## config.mk

```make
export PLATFORM = sky130hd
export DESIGN_NAME = bam_div
export DESIGN_NICKNAME = d
export VERILOG_FILES = /design/src/rtl/bam_pkg.sv /design/src/rtl/bam_div.sv
export SDC_FILE = /design/constraint.sdc
export NUM_CORES = 1
export LEC_CHECK = 0
export BUFFER_PORTS_ARGS = -buffer_cell sky130_fd_sc_hd__buf_2
export CORE_MARGIN = 5
export CORE_UTILIZATION = 45
export CTS_BUF_LIST = sky130_fd_sc_hd__clkbuf_8 sky130_fd_sc_hd__clkbuf_16
export DETAILED_ROUTE_END_ITERATION = 10
export GPL_ROUTABILITY_DRIVEN = 0
export GPL_TIMING_DRIVEN = 0
export PLACE_DENSITY = 0.8
export SLEW_MARGIN = 15
export SYNTH_ARGS = -nofsm -noshare
export SYNTH_HDL_FRONTEND = slang
export SYNTH_SLANG_ARGS = --single-unit
```

## constraint.sdc

```tcl
create_clock -name i_clk -period 3.82 [get_ports i_clk]
set_clock_uncertainty 0.1 [all_clocks]
set_input_delay 0.573 -clock i_clk [delete_from_list [all_inputs] [get_ports i_clk]]
set_output_delay 0.573 -clock i_clk [all_outputs]
set_load 0.02 [all_outputs]
```

## src/rtl/bam_pkg.sv

```systemverilog
// ----------------------------------------------------------------------------
// Body aggregate merge package
// Payload types, divider request types and constants shared by the block.
// ----------------------------------------------------------------------------
package bam_pkg;

    // Mass code that stands for an infinite mass.
    localparam logic [31:0] MASS_INF = 32'hFFFF_FFFF;
    // Largest circle radius.
    localparam logic [30:0] R_MAX = 31'h7FFF_FFFF;
    // Quotient lengths of the two kinds of division.
    localparam logic [5:0] DIV_W_STEPS = 6'd31;
    localparam logic [5:0] DIV_Q_STEPS = 6'd33;
    // Rounding half for the weighted mean (weights are Q1.30).
    localparam logic [65:0] ROUND_HALF = 66'd1 << 29;

    // One input body.
    typedef struct packed {
        logic               start_new;
        logic        [31:0] body_mass;
        logic signed [31:0] body_pos_x;
        logic signed [31:0] body_pos_y;
        logic signed [31:0] body_vel_x;
        logic signed [31:0] body_vel_y;
        logic        [30:0] body_radius;
    } t_bam_in;

    // One result: the aggregate after the merge.
    typedef struct packed {
        logic        [31:0] sum_mass;
        logic signed [31:0] center_x;
        logic signed [31:0] center_y;
        logic signed [31:0] mean_vel_x;
        logic signed [31:0] mean_vel_y;
        logic signed [31:0] circle_x;
        logic signed [31:0] circle_y;
        logic        [30:0] circle_r;
        logic               skipped;
    } t_bam_out;

    // Divider request: the high part of the dividend seeds the remainder,
    // the low part is shifted in MSB first, one quotient bit per cycle.
    typedef struct packed {
        logic [33:0] rem0;
        logic [32:0] low;
        logic [33:0] divisor;
        logic [5:0]  steps;
    } t_div_req;

    typedef struct packed {
        logic        done;
        logic [32:0] quot;
    } t_div_rsp;

endpackage

```

## src/rtl/bam_div.sv

```systemverilog
// ----------------------------------------------------------------------------
// Body aggregate merge divider
// Restoring divider that produces one quotient bit per cycle.
// ----------------------------------------------------------------------------
module bam_div (
    input  logic               i_clk,
    input  logic               i_rst_n,
    input  logic               i_start,
    input  bam_pkg::t_div_req  i_req,
    output bam_pkg::t_div_rsp  o_rsp
);
    import bam_pkg::*;

    logic [33:0] r_rem;
    logic [32:0] r_low;
    logic [33:0] r_div;
    logic [32:0] r_quot;
    logic [5:0]  r_cnt;
    logic        r_busy;
    logic        r_done;

    logic [34:0] trial;
    logic        fits;
    logic [34:0] diff;

    // Trial subtraction of the divisor from the shifted remainder.
    always_comb begin
        trial = {r_rem, r_low[32]};
        fits  = trial >= {1'b0, r_div};
        diff  = trial - {1'b0, r_div};
    end

    // Step sequencer.
    always_ff @(posedge i_clk) begin
        if (!i_rst_n) begin
            r_busy <= 1'b0;
            r_done <= 1'b0;
            r_cnt  <= '0;
        end else begin
            r_done <= 1'b0;
            if (i_start) begin
                r_rem  <= i_req.rem0;
                r_low  <= i_req.low;
                r_div  <= i_req.divisor;
                r_quot <= '0;
                r_cnt  <= i_req.steps;
                r_busy <= 1'b1;
            end else if (r_busy) begin
                r_rem  <= fits ? diff[33:0] : trial[33:0];
                r_low  <= {r_low[31:0], 1'b0};
                r_quot <= {r_quot[31:0], fits};
                r_cnt  <= r_cnt - 6'd1;
                if (r_cnt == 6'd1) begin
                    r_busy <= 1'b0;
                    r_done <= 1'b1;
                end
            end
        end
    end

    assign o_rsp.done = r_done;
    assign o_rsp.quot = r_quot;

endmodule

```

==> results of run 1 <==
[Yosys cell counts (all sizes together) (4+ instances only)]
cell,count
nor3b,7
o21ai,31
mux2i,6
nor4,10
a211oi,5
nand2,41
clkbuf,19
a221o,5
buf,11
o21a,4
nand3,7
ha,36
xor2,8
edfxtp,134
dfxtp,8
a21oi,48
inv,45
nor2b,50
and2,10
nor2,26
nor3,17
xnor2,21
a31oi,4
a21o,5
o21bai,6
and3,4
nand4,5
mux2,58
[kinds of logic (layout without fill, tap and decap cells)]
kind of cell | after synthesis | after routing | synth area share, %
compound gates | 131 | 131 | 10.7
fa+ha+maj | 37 | 37 | 6.00
xor+xnor | 29 | 29 | 3.24
simple gates | 190 | 190 | 13.1
buf+inv | 75 | 253 | 4.17
other cells | 0 | 3 | 0
mux | 64 | 64 | 9.44
flops | 142 | 142 | 53.4
[power breakdown]
part / switching (mW) / internal (mW)
clock: 0.649 / 1.25
sequential: 0.0516 / 1.86
combinational: 0.569 / 0.478
total: 1.27 / 3.59
[stage by stage]
stage,setup TNS [ps],hold WS [ps],area (sq um),setup slack (ps),power (mW)
global route,0,203,9620,15.8,5.08
floorplan,0,418,7840,109,2.69
finish,0,218,9620,141,4.86
detailed placement,-6.27,436,8900,-6.27,2.96
CTS,0,206,9580,45.6,4.87
global placement,-117900,428,8830,-1170,2.92
[sequential cells by signal, summed over array words and instances (netlist names)]
register,cells
r_quot,33
r_busy,1
r_low,33
r_rem,34
r_done,1
r_cnt,6
r_div,34
[how the worst min path moves through the flow]
stage	endpoint	depth (start not counted)
after floorplan	r_busy	2
after global placement	r_low[27]	1
after detailed placement	r_low[29]	1
final	r_div[27]	1
after CTS	r_div[27]	1
after global routing	r_div[26]	1
[final cells by class]
cell class | instances | area (sq um)
clock inverter | 13 | 220
multi-input combinational | 451 | 3360
tap | 225 | 282
clock buffer | 19 | 453
antenna | 3 | 7.51
timing repair buffer | 147 | 793
inverter | 45 | 169
fill | 1517 | 7550
buffer | 29 | 158
sequential | 142 | 4180
[routing by layer]
metal	global-route usage (%)	vias up	part of all wire, %
met5	0	-	0.14
met4	7.27	4	2.3
met3	6.28	41	8.9
met2	31.0	235	47
met1	24.3	2751	42
li1	-	2796	-
[cell usage in the layout (no fill, tap or decap), drive strengths merged, types with 6 or more instances in the layout]
master and n:
a21oi 48, and2 10, buf 158, bufinv 6, clkbuf 37, dfxtp 8
edfxtp 134, ha 36, inv 48, mux2 58, mux2i 6, nand2 41
nand3 7, nor2 26, nor2b 50, nor3 17, nor3b 7, nor4 10
o21ai 31, o21bai 6, xnor2 21, xor2 8
[what timing repair did]
item | CTS | global route
hold buffers | 0 | 0
pin swaps | 0 | 1
gates resized for setup | 2 | 7
endpoints found under the setup margin | 3 | 17
buffers inserted | 0 | 2
==> run_results.csv, run 1 <==
group,metric,value,unit
outcome,status,"complete, no violations",
die,start_util,45.6,%
yosys,syn_area_per_cell,11.7,sq um
timing,finalMaxSlewViolations,0,
clock_network,numCtsBuffers,17,
yosys,syn_area,7840,sq um
yosys,yosysTopAreaCell,"edfxtp_1",
timing,finalCritPeriodShare,96.3,%
worst_setup_path,end_kind,"flop",
yosys,ys_types,63,
clock_network,cts_tree,"built",
grt,globalRouteTotalUtil,19.2,%
timing,grt_setup_unrepaired,"false",
worst_setup_path,path_common_cell,"buf_6",
grt,grt-ovfl-total,0,
yosys,ys_ff_latch,142,
power,pwr_density_cell,505,nW/um^2
yosys,synth_top_cell_area_share,51.4,%
power,power_leakage,3.90,nW
worst_setup_path,crit_buf_inv,3,
yosys,synthCells,668,
grt,antenna_found_initial,5,
timing,worstMarginPinSlew,818,ps
cells_and_area,stdcell_count,1074,
cells_and_area,drive_gt1_share,30.3,%
worst_setup_path,arrival,3750,ps
worst_setup_path,worstSetupStartpointType,"flop",
die,dieArea,20100,sq um
power,ir_worst_vdd,0.324,mV
worst_setup_path,crit_path_max_incr_delay,470,ps
yosys,synth_edf_count,134,
timing,setup_viol,0,
yosys,synth_area_leaders,"edfxtp_1 51%, mux2_2 7.3%, ha_1 5.7%, nor2b_1 4.0%, a21oi_1 2.9%",
worst_setup_path,crit_slowest_cell,"or4_1",
die,die_width,142,microns
run,max-cap-violations,0,
route,detail-route-antenna-nets,0,
worst_hold_path,hp-start,"i_req[33]",
worst_setup_path,rr_worst_depth,12,
worst_setup_path,reg2reg_from,"r_rem[13]",
worst_setup_path,crit_required,3890,ps
worst_setup_path,path_cells,"ha_1 -> a21oi_2 -> o21ai_1 -> or4_1 -> o31a_1 -> and4_4 -> buf_6 -> or2_1 -> buf_6 -> buf_12 -> mux2_4 -> mux2_2",
worst_setup_path,path_class,"reg2reg",
clock_network,clk_pin_slew_worst_paths,60,ps
die,die_h,142,microns
timing,slew_headroom,45.4,%
grt,grt_pass1_vias,5870,
timing,max_freq,272,MHz
yosys,ys_warn_count,0,
worst_setup_path,critPathMaxFanout,10,
worst_setup_path,r2r_setup_slack,140,ps
clock_network,clk_latency,430,ps
die,ioPinCount,144,
die,core,17200,sq um
placed_design,placed_cells,1038,
worst_setup_path,crit_end,"r_rem[7]",
cells_and_area,area_delta_synth_final,22.8,%
grt,grt_max_degree,44,
yosys,ys.flop_type,"edfxtp_1",
timing,final_hold_viol_count,0,
cells_and_area,nets,980,
die,core.rowCount,48,
cells_and_area,final_core_util,56.0,%
route,routed_wl,19400,microns
route,drtIter0Drc,414,
worst_setup_path,critPathLaunch,"r_rem[13]",
worst_setup_path,r2r_end,"r_rem[7]",
clock_network,cts_root_buffer,"clkbuf_16",
worst_setup_path,critical_path.top_delay_family,"simple AND/OR/NAND/NOR gates",
clock_network,clock_sinks,142,
yosys,synth-seq-area-share,53.4,%
placed_design,dp_hpwl,13800,microns
yosys,synth_nets,815,
clock_network,htreeDepth,4,
grt,grt_pass1_wl,30200,microns
placed_design,port_buffers,142,
yosys,synth_async_sr_flop_share,0,%
route,wl_per_cell,18.0,microns
clock_network,cts_max_path_buffers,2,
route,drt-pass1-iter-count,5,
worst_setup_path,cp.depth,12,
worst_hold_path,hold_path_class,"in2reg",
route,vias,5827,
route,drc_errors,0,
timing,period_needed,3680,ps
route,avgViaCountPerCell,5.43,
(Power assumes the default switching activity.)
==> inputs of run 2 (changes only) <==
Settings changed: RECOVER_POWER set to 25, SLEW_MARGIN 15 to 20.
==> run_results.csv, run 2 (same netlist as run 1, synthesis figures left out) <==
group,metric,value,unit
timing,finalCritPeriodShare,96.3,%
cells_and_area,final_common_cell,"buf_2",
worst_setup_path,critical_path.top_delay_family,"simple AND/OR/NAND/NOR gates",
placed_design,placed_cells,1038,
clock_network,numCtsBuffers,17,
worst_setup_path,crit_required,3890,ps
worst_hold_path,holdPathStages,1,
grt,globalRouteTotalUtil,19.2,%
cells_and_area,drive_gt1_share,30.1,%
worst_setup_path,path_class,"reg2reg",
placed_design,port_buffers,142,
worst_setup_path,path_common_cell,"buf_6",
route,detail-route-antenna-nets,0,
timing,setup_slack,142,ps
worst_setup_path,worstSetupStartpointType,"flop",
clock_network,clk_pin_slew_worst_paths,60,ps
route,drt-pass1-iter-count,5,
outcome,status,"complete, no violations",
power,pwr_density_cell,506,nW/um^2
power,ir_worst_vdd,0.324,mV
cells_and_area,final_core_util,56.0,%
die,start_util,45.6,%
worst_setup_path,crit_end,"r_rem[7]",
cells_and_area,fill_cells,1519,
cells_and_area,final-seq-area,4180,sq um
worst_setup_path,path_cells,"ha_1 -> a21oi_2 -> o21ai_1 -> or4_1 -> o31a_1 -> and4_4 -> buf_6 -> or2_1 -> buf_6 -> buf_12 -> mux2_4 -> mux2_2",
clock_network,cts_root_buffer,"clkbuf_16",
worst_setup_path,crit_buf_inv,3,
die,die_width,142,microns
timing,grt_setup_unrepaired,"false",
worst_setup_path,arrival,3750,ps
cells_and_area,multiInputGateArea,3350,sq um
worst_setup_path,critPathLaunch,"r_rem[13]",
cells_and_area,area_delta_synth_final,22.7,%
clock_network,clk_latency,430,ps
cells_and_area,nets,980,
grt,grt_max_degree,44,
cells_and_area,layout_common_cells,"144 x buf_2, 134 x edfxtp_1, 51 x mux2_2, 50 x nor2b_1, 47 x inv_1",
placed_design,dp_slack,-6.27,ps
timing,period_needed,3680,ps
die,core.rowCount,48,
worst_setup_path,crit_slowest_cell,"or4_1",
die,core,17200,sq um
timing,setup_viol,0,
power,power_leakage,3.90,nW
clock_network,cts_hold_buf,0,
worst_setup_path,reg2reg_from,"r_rem[13]",
worst_setup_path,r2r_setup_slack,140,ps
grt,grt_pass1_vias,5870,
worst_setup_path,r2r_end,"r_rem[7]",
die,ioPinCount,144,
worst_setup_path,crit_path_max_incr_delay,470,ps
timing,worstMarginPinSlew,1100,ps
cells_and_area,stdcell_count,1074,
clock_network,cts_max_path_buffers,2,
route,vias,5831,
timing,max_freq,272,MHz
timing,slew_headroom,26.8,%
timing,finalMaxSlewViolations,0,
route,drtIter0Drc,414,
worst_hold_path,hold_path_class,"in2reg",
worst_setup_path,cp.depth,12,
die,die_h,142,microns
route,avgViaCountPerCell,5.43,
clock_network,clock_sinks,142,
placed_design,dp_hpwl,13800,microns
timing,whs,218,ps
grt,grt-ovfl-total,0,
route,routed_wl,19400,microns
grt,antenna_found_initial,5,
worst_setup_path,rr_worst_depth,12,
run,max-cap-violations,0,
clock_network,htreeDepth,4,
timing,final_hold_viol_count,0,
power,totalPowerFinal,4.86,mW
cells_and_area,top_regs,"r_div: 34 flops, r_rem: 34 flops",
worst_setup_path,end_kind,"flop",
clock_network,cts_tree,"built",
grt,grt_pass1_wl,30200,microns
route,wl_per_cell,18.0,microns
die,dieArea,20100,sq um
worst_setup_path,critPathMaxFanout,10,
route,drc_errors,0,
run 2: changes by cell type in the layout (fill, tap and decap cells not counted):
cell	before	now
o21a_1	3	4
o21a_4	1	0
run 2: power by group:
group          switching, mW  total [mW]  leakage [nW]  internal, mW
combinational          0.569        1.05          2.21         0.477
sequential            0.0517        1.91          1.35          1.86
clock                  0.650        1.90         0.340          1.25
total                   1.27        4.86          3.90          3.59
run 2: worst min-delay path by stage:
stage / slack [ps] / startpoint / to
after floorplan: 420 / r_cnt[4] / r_busy
after global placement: 430 / r_low[26] / r_low[27]
after detailed placement: 440 / r_low[28] / r_low[29]
after CTS: 210 / i_req[33] / r_div[27]
after global routing: 200 / i_req[32] / r_div[26]
final: 220 / i_req[33] / r_div[27]
run 2: layout make-up:
class                   instances  share of cell area [%]
diodes                          3                  0.0781
plain buffers                  29                    1.64
clock buffers                  19                    4.71
clock inverters                13                    2.29
inverters                      45                    1.76
multi-input cells             451                    34.8
flip-flops and latches        142                    43.5
well taps                     225                    2.93
repair buffers                147                    8.25
run 2: metrics by stage:
stage | area (sq um) | TNS, ps
final | 9620 | 0
after global routing | 9620 | 0
after CTS | 9580 | 0
after detailed placement | 8900 | -6.27
after global placement | 8830 | -117900
after floorplan | 7840 | 0
run 2: repair_timing:
action	CTS	global route
gates cloned	0	0
gates resized for setup	2	7
endpoints found under the hold margin	0	0
setup endpoints to repair	3	17
buffers inserted	0	2
pin swaps	0	1
run 2: metal layers:
layer	wire length, microns	vias up	global-route usage, %	part of all wire [%]
met2	9120	232	31.0	47
li1	-	2800	-	-
met1	8050	2754	24.3	42
met4	448	4	7.27	2.3
met3	1720	41	6.28	8.9
met5	27	-	0	0.14
==> inputs of run 3 (changes only) <==
==> constraint.sdc (replaced) <==
create_clock -name i_clk -period 3.82 [get_ports i_clk]
set_clock_uncertainty 0.1 [all_clocks]
set_input_delay 0.191 -clock i_clk [delete_from_list [all_inputs] [get_ports i_clk]]
set_output_delay 0.191 -clock i_clk [all_outputs]
set_load 0.02 [all_outputs]
==> run_results.csv, run 3 (same netlist as run 1, synthesis figures left out) <==
group,metric,value,unit
worst_setup_path,critPathMaxFanout,10,
route,detail-route-antenna-nets,0,
route,routed_wl,21000,microns
grt,antenna_found_initial,1,
timing,max_freq,271,MHz
die,core,17200,sq um
clock_network,clk_latency,430,ps
route,wl_per_cell,18.0,microns
timing,final_hold_viol_count,0,
grt,grt_max_degree,44,
clock_network,cts_root_buffer,"clkbuf_16",
cells_and_area,final_common_cell,"edfxtp_1",
die,core.rowCount,48,
worst_setup_path,crit_end,"r_rem[7]",
route,drc_errors,0,
grt,grt_pass1_wl,33000,microns
timing,setup_viol,0,
power,power_leakage,4.27,nW
power,pwr_density_cell,469,nW/um^2
die,ioPinCount,144,
cells_and_area,drive_gt1_share,25.9,%
clock_network,cts_max_path_buffers,2,
die,die_h,142,microns
worst_setup_path,worstSetupStartpointType,"flop",
die,start_util,45.6,%
grt,globalRouteTotalUtil,21.0,%
power,ir_worst_vdd,0.325,mV
timing,finalMaxSlewViolations,0,
worst_hold_path,hold_path_class,"in2reg",
worst_setup_path,reg2reg_from,"r_rem[13]",
cells_and_area,fill_cells,1405,
placed_design,placed_cells,1038,
die,die_width,142,microns
worst_setup_path,r2r_end,"r_rem[7]",
worst_setup_path,arrival,3760,ps
timing,worstMarginPinSlew,822,ps
placed_design,dpl-instance-area,8900,sq um
cells_and_area,final_core_util,61.5,%
route,avgViaCountPerCell,5.37,
placed_design,dp_hpwl,13800,microns
grt,grt-ovfl-total,0,
cells_and_area,area_delta_synth_final,34.8,%
route,drt-pass1-iter-count,5,
die,dieArea,20100,sq um
timing,slew_headroom,45.2,%
worst_setup_path,crit_required,3890,ps
timing,fin_tns_setup,0,ps
worst_setup_path,critPathLaunch,"r_rem[13]",
placed_design,port_buffers,142,
clock_network,htreeDepth,4,
outcome,status,"complete, no violations",
clock_network,clk_pin_slew_worst_paths,60,ps
route,drtIter0Drc,418,
cells_and_area,stdcell_count,1167,
clock_network,clock_sinks,142,
timing,whs,17.6,ps
grt,grt_pass1_vias,6395,
worst_setup_path,path_class,"reg2reg",
timing,finalCritPeriodShare,96.5,%
timing,period_needed,3690,ps
worst_setup_path,r2r_setup_slack,130,ps
clock_network,cts_tree,"built",
cells_and_area,design_area,10600,sq um
route,vias,6272,
worst_setup_path,end_kind,"flop",
cells_and_area,nets,1076,
cells_and_area,layout_common_cells,"134 x edfxtp_1, 132 x buf_2, 96 x dlygate4sd3_1, 51 x mux2_2, 50 x nor2b_1",
worst_setup_path,rr_worst_depth,12,
cells_and_area,top_regs,"r_div: 34 flops, r_rem: 34 flops",
cells_and_area,num_antenna_cells,0,
clock_network,numCtsBuffers,17,
run,max-cap-violations,0,
run 3: cell type report:
type / count / area, sq um / area share, %
Sequential cell: 142 / 4180 / 39.6
Multi-Input combinational cell: 451 / 3360 / 31.8
Timing Repair Buffer: 243 / 1740 / 16.5
Clock buffer: 19 / 453 / 4.29
Tap cell: 225 / 282 / 2.67
Clock inverter: 13 / 220 / 2.09
Inverter: 45 / 169 / 1.60
Buffer: 29 / 158 / 1.49
run 3: how the worst min path moves through the flow:
| stage | start | to | cells after the start | slack [ps] |
|---|---|---|---|---|
| finish | i_rst_n | r_cnt[1] | 2 | 20 |
| global route | i_req[104] | r_rem[31] | 2 | 10 |
| CTS | i_rst_n | r_cnt[1] | 2 | 3 |
| detailed placement | i_req[26] | r_div[20] | 1 | 270 |
| global placement | i_req[27] | r_div[21] | 1 | 270 |
| floorplan | i_req[6] | r_div[0] | 0 | 190 |
run 3: metrics by stage:
| stage | worst slack, ps | total power, mW |
|---|---|---|
| 6_report | 132 | 4.96 |
| 5_1_grt | -4.87 | 5.17 |
| 4_1_cts | 45.6 | 4.95 |
| 3_5_place_dp | -6.27 | 2.96 |
| 3_3_place_gp | -790 | 2.92 |
| 2_1_floorplan | 386 | 2.69 |
run 3: power breakdown:
part / total [mW] / leakage [nW] / internal [mW] / switching [mW]
Combinational: 1.13 / 2.58 / 0.541 / 0.592
Sequential: 1.91 / 1.35 / 1.86 / 0.0548
Clock: 1.91 / 0.340 / 1.25 / 0.655
run 3: repair_timing:
action / in CTS / in global routing
setup buffers: 0 / 2
endpoints found under the setup margin: 3 / 18
hold endpoints to repair: 96 / 0
hold buffers: 96 / 0
pin swaps: 0 / 1
resized for setup: 2 / 7
run 3: layer usage:
| layer | wire length [microns] | vias up | global-route usage (%) |
|---|---|---|---|
| li1 | - | 2986 | - |
| met1 | 8610 | 2964 | 26.4 |
| met2 | 10400 | 268 | 35.9 |
| met3 | 1520 | 52 | 4.74 |
| met4 | 503 | 2 | 7.07 |
| met5 | 11 | - | 0 |
run 3: critical path: stages, from the launching register on:
cell	delay (ps)
edfxtp_1	440
ha_1	390
a21oi_2	220
o21ai_1	120
or4_1	470
o31a_1	290
and4_4	190
buf_6	130
or2_1	210
buf_6	140
buf_12	150
mux2_4	310
mux2_2	270
